--- src/sv/hrrs_pkg.sv ---
// ----------------------------------------------------------------------------
// hrrs_pkg: shared types and constants of the response-ratio scheduler
// Holds the job record layout, the sequencer state type and the fixed
// widths of the priority divider.
// ----------------------------------------------------------------------------
package hrrs_pkg;

   // request kinds
   localparam logic KIND_LOAD = 1'b0;
   localparam logic KIND_TICK = 1'b1;

   // divider: (wait << 8) / burst, one quotient bit per cycle
   localparam int FRAC_W    = 8;
   localparam int NUM_W     = 16 + FRAC_W;
   localparam int DIV_STEPS = NUM_W;
   localparam int CNT_W     = $clog2(DIV_STEPS);

   // hybrid priority (base + 256 + q) / 2 fits in 24 bits
   localparam int SUM_W  = NUM_W + 1;
   localparam int PRIO_W = SUM_W - 1;
   localparam logic [SUM_W-1:0] RATIO_ONE = SUM_W'(1 << FRAC_W);

   localparam logic [15:0] WAIT_MAX = 16'hFFFF;

   // one job record as stored in the table
   typedef struct packed {
      logic [15:0] arrival;
      logic [15:0] burst;
      logic [15:0] remaining;
      logic [15:0] base;
      logic [15:0] wait_cnt;
   } job_type;

   typedef enum logic [2:0] {
      ST_IDLE,
      ST_SCAN_RD,
      ST_SCAN_CHK,
      ST_DIV,
      ST_CMP,
      ST_UPD_RD,
      ST_UPD_WR,
      ST_DONE
   } state_type;

endpackage

--- src/sv/hybrid_response_ratio_scheduler_core.sv ---
// ----------------------------------------------------------------------------
// hybrid_response_ratio_scheduler_core: preemptive response-ratio scheduler
// Keeps a table of jobs. A load request fills a slot; a tick request picks
// the arrived live job with the highest hybrid priority, runs it for one
// unit, ages the other jobs that arrived before the current time and reports a finishing job.
// ----------------------------------------------------------------------------
//
//   chan | dir | handshake             | payload
//   -----+-----+-----------------------+-----------------------------------------------------
//   req  | in  | req_valid / req_ready | kind, slot, arrival, burst, base_priority
//   rsp  | out | rsp_valid / rsp_ready | ran_valid, ran_slot, finished, wait_total, turnaround
//
// a load request writes its slot directly; a tick scans every slot, runs the
// one-bit-per-cycle divider shared by all slots for each arrived live job, and
// sweeps every slot once more to update it when a job runs.
// req_ready is high only while the sequencer is idle; the response register
// lets the next request in while the previous response waits on rsp_ready.
// synchronous active-high reset clears live bits, time and control state.
// ----------------------------------------------------------------------------
module hybrid_response_ratio_scheduler_core
   import hrrs_pkg::*;
#(
   parameter int SLOTS = 16
) (
   input  logic        clock,
   input  logic        reset,
   input  logic        req_valid,
   output logic        req_ready,
   input  logic        req_kind,
   input  logic [3:0]  req_slot,
   input  logic [15:0] req_arrival,
   input  logic [15:0] req_burst,
   input  logic [15:0] req_base_priority,
   output logic        rsp_valid,
   input  logic        rsp_ready,
   output logic        rsp_ran_valid,
   output logic [3:0]  rsp_ran_slot,
   output logic        rsp_finished,
   output logic [15:0] rsp_wait_total,
   output logic [15:0] rsp_turnaround
);

   localparam int SLOT_W = $clog2(SLOTS);
   localparam logic [SLOT_W-1:0] LAST_SLOT = SLOT_W'(SLOTS - 1);

   // job table
   job_type mem [SLOTS];
   job_type rd_data_ff;

   logic              mem_we;
   logic [SLOT_W-1:0] mem_wa;
   job_type           mem_wd;

   state_type state_ff, state_in;

   logic [SLOTS-1:0]  live_ff, live_in;
   logic [15:0]       cur_time_ff, cur_time_in;
   logic [SLOT_W-1:0] idx_ff, idx_in;
   logic [SLOT_W-1:0] chosen_ff, chosen_in;
   logic              found_ff, found_in;
   logic [PRIO_W-1:0] best_ff, best_in;
   logic [NUM_W-1:0]  num_ff, num_in;
   logic [15:0]       rem_ff, rem_in;
   logic [CNT_W-1:0]  div_cnt_ff, div_cnt_in;
   logic              fin_ff, fin_in;
   logic [15:0]       fin_wait_ff, fin_wait_in;
   logic [15:0]       fin_turn_ff, fin_turn_in;

   logic              rsp_valid_ff, rsp_valid_in;
   logic              rsp_ran_valid_ff;
   logic [3:0]        rsp_ran_slot_ff;
   logic              rsp_finished_ff;
   logic [15:0]       rsp_wait_total_ff;
   logic [15:0]       rsp_turnaround_ff;

   logic              req_fire;
   logic              scan_last;
   logic              eligible;
   logic              rsp_free;
   logic              div_last;
   logic [16:0]       div_shift;
   logic [17:0]       div_diff;
   logic [SUM_W-1:0]  prio_sum;
   logic [PRIO_W-1:0] prio;
   logic              load_in_range;
   job_type           upd_rec;
   logic [15:0]       upd_rem;

   assign req_ready = (state_ff == ST_IDLE);
   assign req_fire  = req_valid && req_ready;
   assign scan_last = (idx_ff == LAST_SLOT);
   assign eligible  = live_ff[idx_ff] && (rd_data_ff.arrival <= cur_time_ff);
   assign rsp_free  = !rsp_valid_ff || rsp_ready;
   assign div_last  = (div_cnt_ff == CNT_W'(DIV_STEPS - 1));
   assign load_in_range = (32'(req_slot) < SLOTS);

   // shared divider step: shift in one numerator bit, trial subtract burst
   assign div_shift = {rem_ff, num_ff[NUM_W-1]};
   assign div_diff  = {1'b0, div_shift} - {2'b00, rd_data_ff.burst};

   // hybrid priority from the finished quotient
   assign prio_sum = {{(SUM_W-16){1'b0}}, rd_data_ff.base} + RATIO_ONE
                     + {1'b0, num_ff};
   assign prio     = prio_sum[SUM_W-1:1];

   // record update for the sweep after the pick
   always_comb begin
      upd_rec = rd_data_ff;
      upd_rem = rd_data_ff.remaining;
      if (idx_ff == chosen_ff) begin
         if (rd_data_ff.remaining != 16'd0) begin
            upd_rem = rd_data_ff.remaining - 16'd1;
         end
         upd_rec.remaining = upd_rem;
      end else if (live_ff[idx_ff] && (rd_data_ff.arrival < cur_time_ff)
                   && (rd_data_ff.wait_cnt != WAIT_MAX)) begin
         upd_rec.wait_cnt = rd_data_ff.wait_cnt + 16'd1;
      end
   end

   // next state
   always_comb begin
      state_in = state_ff;
      case (state_ff)
         ST_IDLE: begin
            if (req_fire) begin
               state_in = (req_kind == KIND_TICK) ? ST_SCAN_RD : ST_DONE;
            end
         end
         ST_SCAN_RD: begin
            state_in = ST_SCAN_CHK;
         end
         ST_SCAN_CHK: begin
            if (eligible) begin
               state_in = ST_DIV;
            end else if (scan_last) begin
               state_in = found_ff ? ST_UPD_RD : ST_DONE;
            end else begin
               state_in = ST_SCAN_RD;
            end
         end
         ST_DIV: begin
            if (div_last) begin
               state_in = ST_CMP;
            end
         end
         ST_CMP: begin
            state_in = scan_last ? ST_UPD_RD : ST_SCAN_RD;
         end
         ST_UPD_RD: begin
            state_in = ST_UPD_WR;
         end
         ST_UPD_WR: begin
            state_in = scan_last ? ST_DONE : ST_UPD_RD;
         end
         ST_DONE: begin
            if (rsp_free) begin
               state_in = ST_IDLE;
            end
         end
         default: begin
            state_in = ST_IDLE;
         end
      endcase
   end

   // datapath and table control
   always_comb begin
      live_in      = live_ff;
      cur_time_in  = cur_time_ff;
      idx_in       = idx_ff;
      chosen_in    = chosen_ff;
      found_in     = found_ff;
      best_in      = best_ff;
      num_in       = num_ff;
      rem_in       = rem_ff;
      div_cnt_in   = div_cnt_ff;
      fin_in       = fin_ff;
      fin_wait_in  = fin_wait_ff;
      fin_turn_in  = fin_turn_ff;
      mem_we       = 1'b0;
      mem_wa       = idx_ff;
      mem_wd       = upd_rec;
      rsp_valid_in = rsp_valid_ff && !rsp_ready;
      case (state_ff)
         ST_IDLE: begin
            if (req_fire) begin
               idx_in      = '0;
               chosen_in   = '0;
               found_in    = 1'b0;
               fin_in      = 1'b0;
               fin_wait_in = 16'd0;
               fin_turn_in = 16'd0;
               // load writes the record straight into the table
               if ((req_kind == KIND_LOAD) && load_in_range) begin
                  mem_we             = 1'b1;
                  mem_wa             = SLOT_W'(req_slot);
                  mem_wd.arrival     = req_arrival;
                  mem_wd.burst       = req_burst;
                  mem_wd.remaining   = req_burst;
                  mem_wd.base        = req_base_priority;
                  mem_wd.wait_cnt    = 16'd0;
                  live_in[SLOT_W'(req_slot)] = (req_burst != 16'd0);
               end
            end
         end
         ST_SCAN_CHK: begin
            if (eligible) begin
               num_in     = {rd_data_ff.wait_cnt, {FRAC_W{1'b0}}};
               rem_in     = 16'd0;
               div_cnt_in = '0;
            end else begin
               idx_in = scan_last ? '0 : idx_ff + 1'b1;
               // idle tick still advances time
               if (scan_last && !found_ff) begin
                  cur_time_in = cur_time_ff + 16'd1;
               end
            end
         end
         ST_DIV: begin
            div_cnt_in = div_cnt_ff + 1'b1;
            if (!div_diff[17]) begin
               rem_in = div_diff[15:0];
               num_in = {num_ff[NUM_W-2:0], 1'b1};
            end else begin
               rem_in = div_shift[15:0];
               num_in = {num_ff[NUM_W-2:0], 1'b0};
            end
         end
         ST_CMP: begin
            if (!found_ff || (prio > best_ff)) begin
               best_in   = prio;
               chosen_in = idx_ff;
               found_in  = 1'b1;
            end
            idx_in = scan_last ? '0 : idx_ff + 1'b1;
         end
         ST_UPD_WR: begin
            mem_we = 1'b1;
            if ((idx_ff == chosen_ff) && (upd_rem == 16'd0)) begin
               live_in[idx_ff] = 1'b0;
               fin_in          = 1'b1;
               fin_wait_in     = rd_data_ff.wait_cnt;
               fin_turn_in     = cur_time_ff + 16'd1 - rd_data_ff.arrival;
            end
            idx_in = scan_last ? '0 : idx_ff + 1'b1;
            if (scan_last) begin
               cur_time_in = cur_time_ff + 16'd1;
            end
         end
         ST_DONE: begin
            if (rsp_free) begin
               rsp_valid_in = 1'b1;
            end
         end
         default: begin
         end
      endcase
   end

   // job table, one write and one registered read port
   always_ff @(posedge clock) begin
      if (mem_we) begin
         mem[mem_wa] <= mem_wd;
      end
      rd_data_ff <= mem[idx_ff];
   end

   // control state
   always_ff @(posedge clock) begin
      if (reset) begin
         state_ff     <= ST_IDLE;
         live_ff      <= '0;
         cur_time_ff  <= 16'd0;
         found_ff     <= 1'b0;
         fin_ff       <= 1'b0;
         rsp_valid_ff <= 1'b0;
      end else begin
         state_ff     <= state_in;
         live_ff      <= live_in;
         cur_time_ff  <= cur_time_in;
         found_ff     <= found_in;
         fin_ff       <= fin_in;
         rsp_valid_ff <= rsp_valid_in;
      end
   end

   // working registers
   always_ff @(posedge clock) begin
      idx_ff      <= idx_in;
      chosen_ff   <= chosen_in;
      best_ff     <= best_in;
      num_ff      <= num_in;
      rem_ff      <= rem_in;
      div_cnt_ff  <= div_cnt_in;
      fin_wait_ff <= fin_wait_in;
      fin_turn_ff <= fin_turn_in;
   end

   // response register
   always_ff @(posedge clock) begin
      if ((state_ff == ST_DONE) && rsp_free) begin
         rsp_ran_valid_ff  <= found_ff;
         rsp_ran_slot_ff   <= 4'(chosen_ff);
         rsp_finished_ff   <= fin_ff;
         rsp_wait_total_ff <= fin_wait_ff;
         rsp_turnaround_ff <= fin_turn_ff;
      end
   end

   assign rsp_valid      = rsp_valid_ff;
   assign rsp_ran_valid  = rsp_ran_valid_ff;
   assign rsp_ran_slot   = rsp_ran_slot_ff;
   assign rsp_finished   = rsp_finished_ff;
   assign rsp_wait_total = rsp_wait_total_ff;
   assign rsp_turnaround = rsp_turnaround_ff;

`ifndef SYNTHESIS
   // a finished job always comes with a job that ran
   a_fin_ran: assert property (@(posedge clock) disable iff (reset)
      rsp_valid |-> (!rsp_finished || rsp_ran_valid))
      else $error("finished response without a running job");

   // divider count stays inside its step range
   a_div_cnt: assert property (@(posedge clock) disable iff (reset)
      (state_ff == ST_DIV) |-> (div_cnt_ff < CNT_W'(DIV_STEPS)))
      else $error("divider step count out of range");

   // the update sweep only runs after a job was picked
   a_upd_found: assert property (@(posedge clock) disable iff (reset)
      ((state_ff == ST_UPD_RD) || (state_ff == ST_UPD_WR)) |-> found_ff)
      else $error("update sweep without a chosen job");

   // time moves only at the end of a tick
   a_time_step: assert property (@(posedge clock) disable iff (reset)
      (cur_time_ff != $past(cur_time_ff)) |->
         (($past(state_ff) == ST_UPD_WR) || ($past(state_ff) == ST_SCAN_CHK)))
      else $error("current time changed outside the end of a tick");
`endif

endmodule

--- config.mk ---
export PLATFORM = sky130hd
export DESIGN_NAME = hybrid_response_ratio_scheduler_core
export DESIGN_NICKNAME = d
export VERILOG_FILES = /design/src/sv/hrrs_pkg.sv /design/src/sv/hybrid_response_ratio_scheduler_core.sv
export SDC_FILE = /design/constraint.sdc
export NUM_CORES = 2
export LEC_CHECK = 0
export BUFFER_PORTS_ARGS = -buffer_cell sky130_fd_sc_hd__clkbuf_2
export CORE_ASPECT_RATIO = 1.1
export CORE_MARGIN = 2
export CORE_UTILIZATION = 53
export CTS_CLUSTER_SIZE = 12
export DETAILED_ROUTE_END_ITERATION = 8
export GPL_TIMING_DRIVEN = 0
export PLACE_DENSITY = 0.69
export SYNTH_ARGS = -nofsm -noshare
export SYNTH_HDL_FRONTEND = slang
export SYNTH_SLANG_ARGS = --single-unit
--- constraint.sdc ---
create_clock -name clock -period 6.48 [get_ports clock]
set_clock_uncertainty 0.1 [all_clocks]
set_input_delay 0.324 -clock clock [delete_from_list [all_inputs] [get_ports clock]]
set_output_delay 0.324 -clock clock [all_outputs]
set_load 0.05 [all_outputs]
======== Word level (Yosys, flattened, before mapping) ========
Memories as Yosys holds them, arrays and structs flattened. A register that Yosys moved wholly into a read port is not among the register bits.
Index checks and enable logic that the tools add are counted.
storage, ports and cells
  register bits after elaboration ......... 185
  word-level logic and storage cells ...... 158
  memories ................................ 1
  memory bits (writable) .................. 1280
  output and inout port bits .............. 40
cells by class
  reduce and logical (&&, ||, !) cells .... 33
  order comparisons ....................... 7
  eq/ne operators ......................... 21
  bitwise logic cells ..................... 2
  add/subtract/negate cells ............... 9
  mux-type cells .......................... 66
memory list
  name  depth  bits a word  read ports  clocked after memory_dff  write ports  line                                        RTL
  mem   16     80           1           1                         1            hybrid_response_ratio_scheduler_core.sv:47  job_type mem [SLOTS];
operators with widths
  kind                                                 number
  two-way mux 16 bit                                   15
  two-way mux 80 bit                                   3
  case mux 16 bit (2 select lines)                     5
  case mux 24 bit (2 select lines)                     1
  adder 16 x 1 -> 16 bit (second input constant)       2
  nonzero test 16 bit                                  2
  two-way mux 4 bit                                    7
  adder 17 x 24 -> 25 bit                              1
  greater-than comparator 24 bit                       1
  two-way mux 24 bit                                   1
  case mux 3 bit (8 select lines)                      1
  two-way mux 3 bit                                    7
  != test 2 bit (second input constant)                9
  subtractor 17 x 16 -> 18 bit                         1
  adder 16 x 9 -> 17 bit (second input constant)       1
  AND 16 bit                                           1
  bitwise mux 16 bit                                   1
  less-or-equal comparator 16 bit                      1
  logical NOT 16 bit                                   1
  < comparator 16 bit                                  1
  != test 16 bit (second input constant)               1
  inverter 16 bit                                      1
  subtractor 16 x 1 -> 16 bit (second input constant)  1
  subtractor 16 bit                                    1
  other kinds (30)                                     72

======== Logic depth before layout (Yosys ltp) ========
  depth after elaboration ................. 9
  depth in mapped cells ................... 22
  gate-level depth less buffers ........... 22

======== Worst setup path before layout ========
Ideal clock, no wire load.
  kind .................................... reg2reg
  start point ............................. register state_ff[1]
  end point ............................... memory mem[7][0] (netlist name), enable pin
  cell stages (with the launch flop) ...... 9
  path slack .............................. -565 ps
  setup time .............................. 519 ps
  arrival ................................. 6426 ps
  path buffers ............................ 3
  required time ........................... 5861 ps
  cell sequence ........................... dfxtp_1 clkbuf_1 nor3_1 nand2_1 nor2_1 clkbuf_1 buf_1 a32oi_1 nor2_1
between the ends
  cells in the longest elaborated chain, start to end .. 6
  elaborated cells on any way between the ends .. 9
  classes of those cells .................. eq/ne (1); mux (6); reduce/logical (2)
RTL lines
  element                                  line                                         RTL
  start, declared                          hybrid_response_ratio_scheduler_core.sv:54   state_type state_ff, state_in;
  start signal, assigned                   hybrid_response_ratio_scheduler_core.sv:279  state_ff <= state_in;
  logical NOT 3 bit *                      hybrid_response_ratio_scheduler_core.sv:89   assign req_ready = (state_ff == ST_IDLE);
  via req_ready                            hybrid_response_ratio_scheduler_core.sv:28   output logic req_ready,
  logical AND 1 bit                        hybrid_response_ratio_scheduler_core.sv:90   assign req_fire = req_valid && req_ready;
  two-way mux 1 bit                        hybrid_response_ratio_scheduler_core.sv:187  if (req_fire) begin
  case mux 1 bit (2 select lines)          hybrid_response_ratio_scheduler_core.sv:185  case (state_ff)
  two-way mux 1 bit                        hybrid_response_ratio_scheduler_core.sv:263  if (mem_we) begin
  two-way mux 1 bit (not written as such)  hybrid_response_ratio_scheduler_core.sv:264  mem[mem_wa] <= mem_wd;
  end, declared                            hybrid_response_ratio_scheduler_core.sv:47
Mark *: on every way through the listed nets, which the timed path passes. The rest lies on a longest branch.

======== Worst setup path after layout ========
  start point ............................. register num_ff[1]
  end point ............................... register chosen_ff[3], enable pin
between the ends
  cells in the longest elaborated chain, start to end .. 5
RTL lines
  element                         line                                         RTL
  start, declared                 hybrid_response_ratio_scheduler_core.sv:62   logic [NUM_W-1:0] num_ff, num_in;
  start signal, assigned          hybrid_response_ratio_scheduler_core.sv:293  num_ff <= num_in;
  adder 17 x 24 -> 25 bit         hybrid_response_ratio_scheduler_core.sv:103  + {1'b0, num_ff};
  via prio_sum[19]                hybrid_response_ratio_scheduler_core.sv:83   logic [SUM_W-1:0] prio_sum;
  greater-than comparator 24 bit  hybrid_response_ratio_scheduler_core.sv:231  if (!found_ff || (prio > best_ff)) begin
  logical OR 1 bit                hybrid_response_ratio_scheduler_core.sv:231
  != test 2 bit (no line)         n/a
  AND reduction 3 bit (no line)   n/a
  end signal, assigned            hybrid_response_ratio_scheduler_core.sv:291  chosen_ff <= chosen_in;
  end, declared                   hybrid_response_ratio_scheduler_core.sv:59   logic [SLOT_W-1:0] chosen_ff, chosen_in;
The timed path passes the listed nets, and every way through them passes these cells.
A chain may end at the register's enable or synchronous reset.

==> results.toml <==
[drt]
num_vias = 32897
detail_route.wl_per_cell_um = 28.8
wl_um = 152000
drtIter0Drc = 3742
viasPerCell = 6.23
antenna_left = 0
drc = 0
first_pass_iters = 5

[clocking]
cts_max_path_buffers = 3
clk-insertion-delay-late_ns = 0.79
path_clk_slew_ns = 0.06
tritoncts = "built"
cts_inserted_buffers = 155
cts.sink_count = 1545
root_buffer = "clkbuf_16"
htree_levels = 4
postCtsSetupRepairBufs = 0

[global_routing]
grt_max_degree = 46
grt_overflow = 0
grt_pass1_vias = 32739
grt_first_pass_wirelength_um = 220000
antenna_found_initial = 5
grt_use_total_pct = 25.7

[synth]
ys_ff_latch = 1545
yosysMostFrequentCell = "edfxtp_1"
syn_nets = 3463
async_flop_share_pct = 0
netlist.area_leader.share_pct = 68.8
syn_area_sq_mm = 0.0623
synth_cell_types = 75
avgSynthCellArea_sq_um = 18.9
synth_warnings = 0
ys_seq_area_share_pct = 72.6
synth_area_leaders = "edfxtp_1, mux4_2, dfxtp_1"
synth-edff-count = 1427
synthFlopType = "edfxtp_1"
syn_inst = 3293
yosys.area.top_type = "edfxtp_1"
synthTopCellsByCount = "edfxtp_1, mux4_2, nand2_1"

[sta]
worst_hold_slack_ns = 0.0336
finalHoldViolations = 0
finalMaxSlewViolations = 0
rsz0062_at_grt = "false"
post-route-period-util_pct = 92.6
tightestPinTransition_ns = 1.31
setup_violations = 0
timing.slew.headroom_pct = 13.0
fin_crit_ns = 6.00
fin_ws_ns = 0.481
tns_ns = 0
fmax_mhz = 167

[floorplanning]
coreArea_sq_mm = 0.116
die_w_um = 331
rows = 131
start_util_pct = 53.6
ios = 97
die_h_um = 364
die_area_sq_mm = 0.120

[critical_path]
path_class = "reg2reg"
worst_setup_path_start_kind = "flip-flop"
crit_fanout = 25
cp.required_ns = 6.84
worstSetupEndpointType = "flip-flop"
cp.arrival_ns = 6.36

[status]
status = "completed"

[placement]
gp_congestion = 0.885
io_buffers = 93
placed_area_sq_mm = 0.0662
dp_hpwl_um = 98200
numPlacedInstances = 4987
pre_cts_slack_ns = 0.397

[layout]
antenna_cells = 0
finalCoreUtilization_pct = 61.2
drive_gt1_share_pct = 21.9
syn2layout_area_growth_pct = 14.3
finalNonFillerCells = 5278
finalNetCount = 3797
finalInstanceArea_sq_mm = 0.0712
n_fill_cell = 7963

[power]
powerDensity_mw_per_mm2 = 415
p_leak_nw = 23.2
total_power_mw = 29.5
vdd_drop_max_v = 0.000216

[flow_run]
cap_violations = 0

[hold_path]
worstHoldPathType = "in2reg"
-- worst paths after layout --
path / start / end / slack [ns] / cells after the start
max reg2reg: num_ff[1] / chosen_ff[3] / 0.48 / 21
max: num_ff[1] / chosen_ff[3] / 0.48 / 21
min reg2reg: fin_wait_ff[0] / rsp_wait_total[0] / 0.32 / 0
min: req_burst[6] / mem[4][54] / 0.03 / 3
-- where the power goes --
part	total [mW]	internal (mW)	leakage, nW	switching (mW)
Combinational	7.56	2.95	7.00	4.60
Clock	8.64	4.94	2.33	3.69
Sequential	13.3	12.8	13.9	0.502
-- critical path: stages, from the launching register on --
cell and delay (ns):
edfxtp_1 0.38, ha_1 0.29, ha_1 0.19, inv_1 0.08
fa_1 0.21, nor2b_1 0.07, o31a_1 0.27, o211ai_1 0.24
a21oi_1 0.13, o41ai_1 0.57, o21ai_0 0.28, a31o_2 0.34
nand2_1 0.08, xnor2_1 0.09, ha_1 0.31, nand2_1 0.06
nor3_1 0.27, nand2_1 0.13, nor3_1 0.27, o21a_1 0.17
o21a_1 0.89, a21o_1 0.25
-- flip-flops by register name (all words and copies together), names as in the netlist, 3 cells and up --
register / flops
cur_time_ff: 16
fin_turn_ff: 16
rsp_ran_slot: 4
chosen_ff: 4
rsp_turnaround: 16
best_ff: 24
fin_wait_ff: 16
idx_ff: 4
rem_ff: 16
div_cnt_ff: 5
mem: 1280
live_ff: 16
rd_data_ff: 80
state_ff: 3
rsp_wait_total: 16
num_ff: 24
-- routing by layer --
layer  routed length (um)  up-vias  track usage [%]
li1                     -    13911                -
met1                60000    17119             35.6
met2                73200     1588             40.9
met3                13500      275             4.99
met4                 5310        4             9.41
met5                   32        -                0
-- logic make-up after synthesis --
group	after synthesis	synth area share, %
compound gates	285	2.92
flops	1545	72.6
buf+inv	242	1.48
fa+ha+maj	113	2.31
xor+xnor	96	1.35
mux	412	14.7
simple gates	600	4.60
-- cell type report --
| cell class | count | area (sq um) | share of cell area [%] |
|---|---|---|---|
| timing repair buffer | 177 | 2000 | 2.81 |
| sequential | 1545 | 45200 | 63.5 |
| tap | 1529 | 1910 | 2.69 |
| clock inverter | 30 | 404 | 0.568 |
| clock buffer | 249 | 4440 | 6.24 |
| inverter | 98 | 368 | 0.517 |
| multi-input combinational | 1506 | 16300 | 22.9 |
| buffer | 144 | 557 | 0.782 |
-- timing repair --
action	CTS	global route
resized for setup	0	0
endpoints found under the hold margin	73	0
hold buffers	9	0
-- cell usage in the layout (no fill, tap or decap), types with 13 or more instances in the layout --
master     instances
a21o_1            16
a21oi_1           59
a22o_1            16
and2_1            16
and3_1            39
buf_1             35
buf_12            55
clkbuf_1         180
clkbuf_16        160
clkbuf_2          94
dfxtp_1          118
edfxtp_1        1427
ha_1             110
inv_1             98
mux4_2           404
nand2_1          213
nand3_1           52
nand4_1           17
nor2_1           129
nor2_4            16
nor2b_1           14
nor3_1            30
nor4_1            16
o21a_1            17
o21ai_0           57
o21ai_1           45
or3_1             13
xnor2_1           75
xor2_1            21
Power figures use the tool's default switching activity.
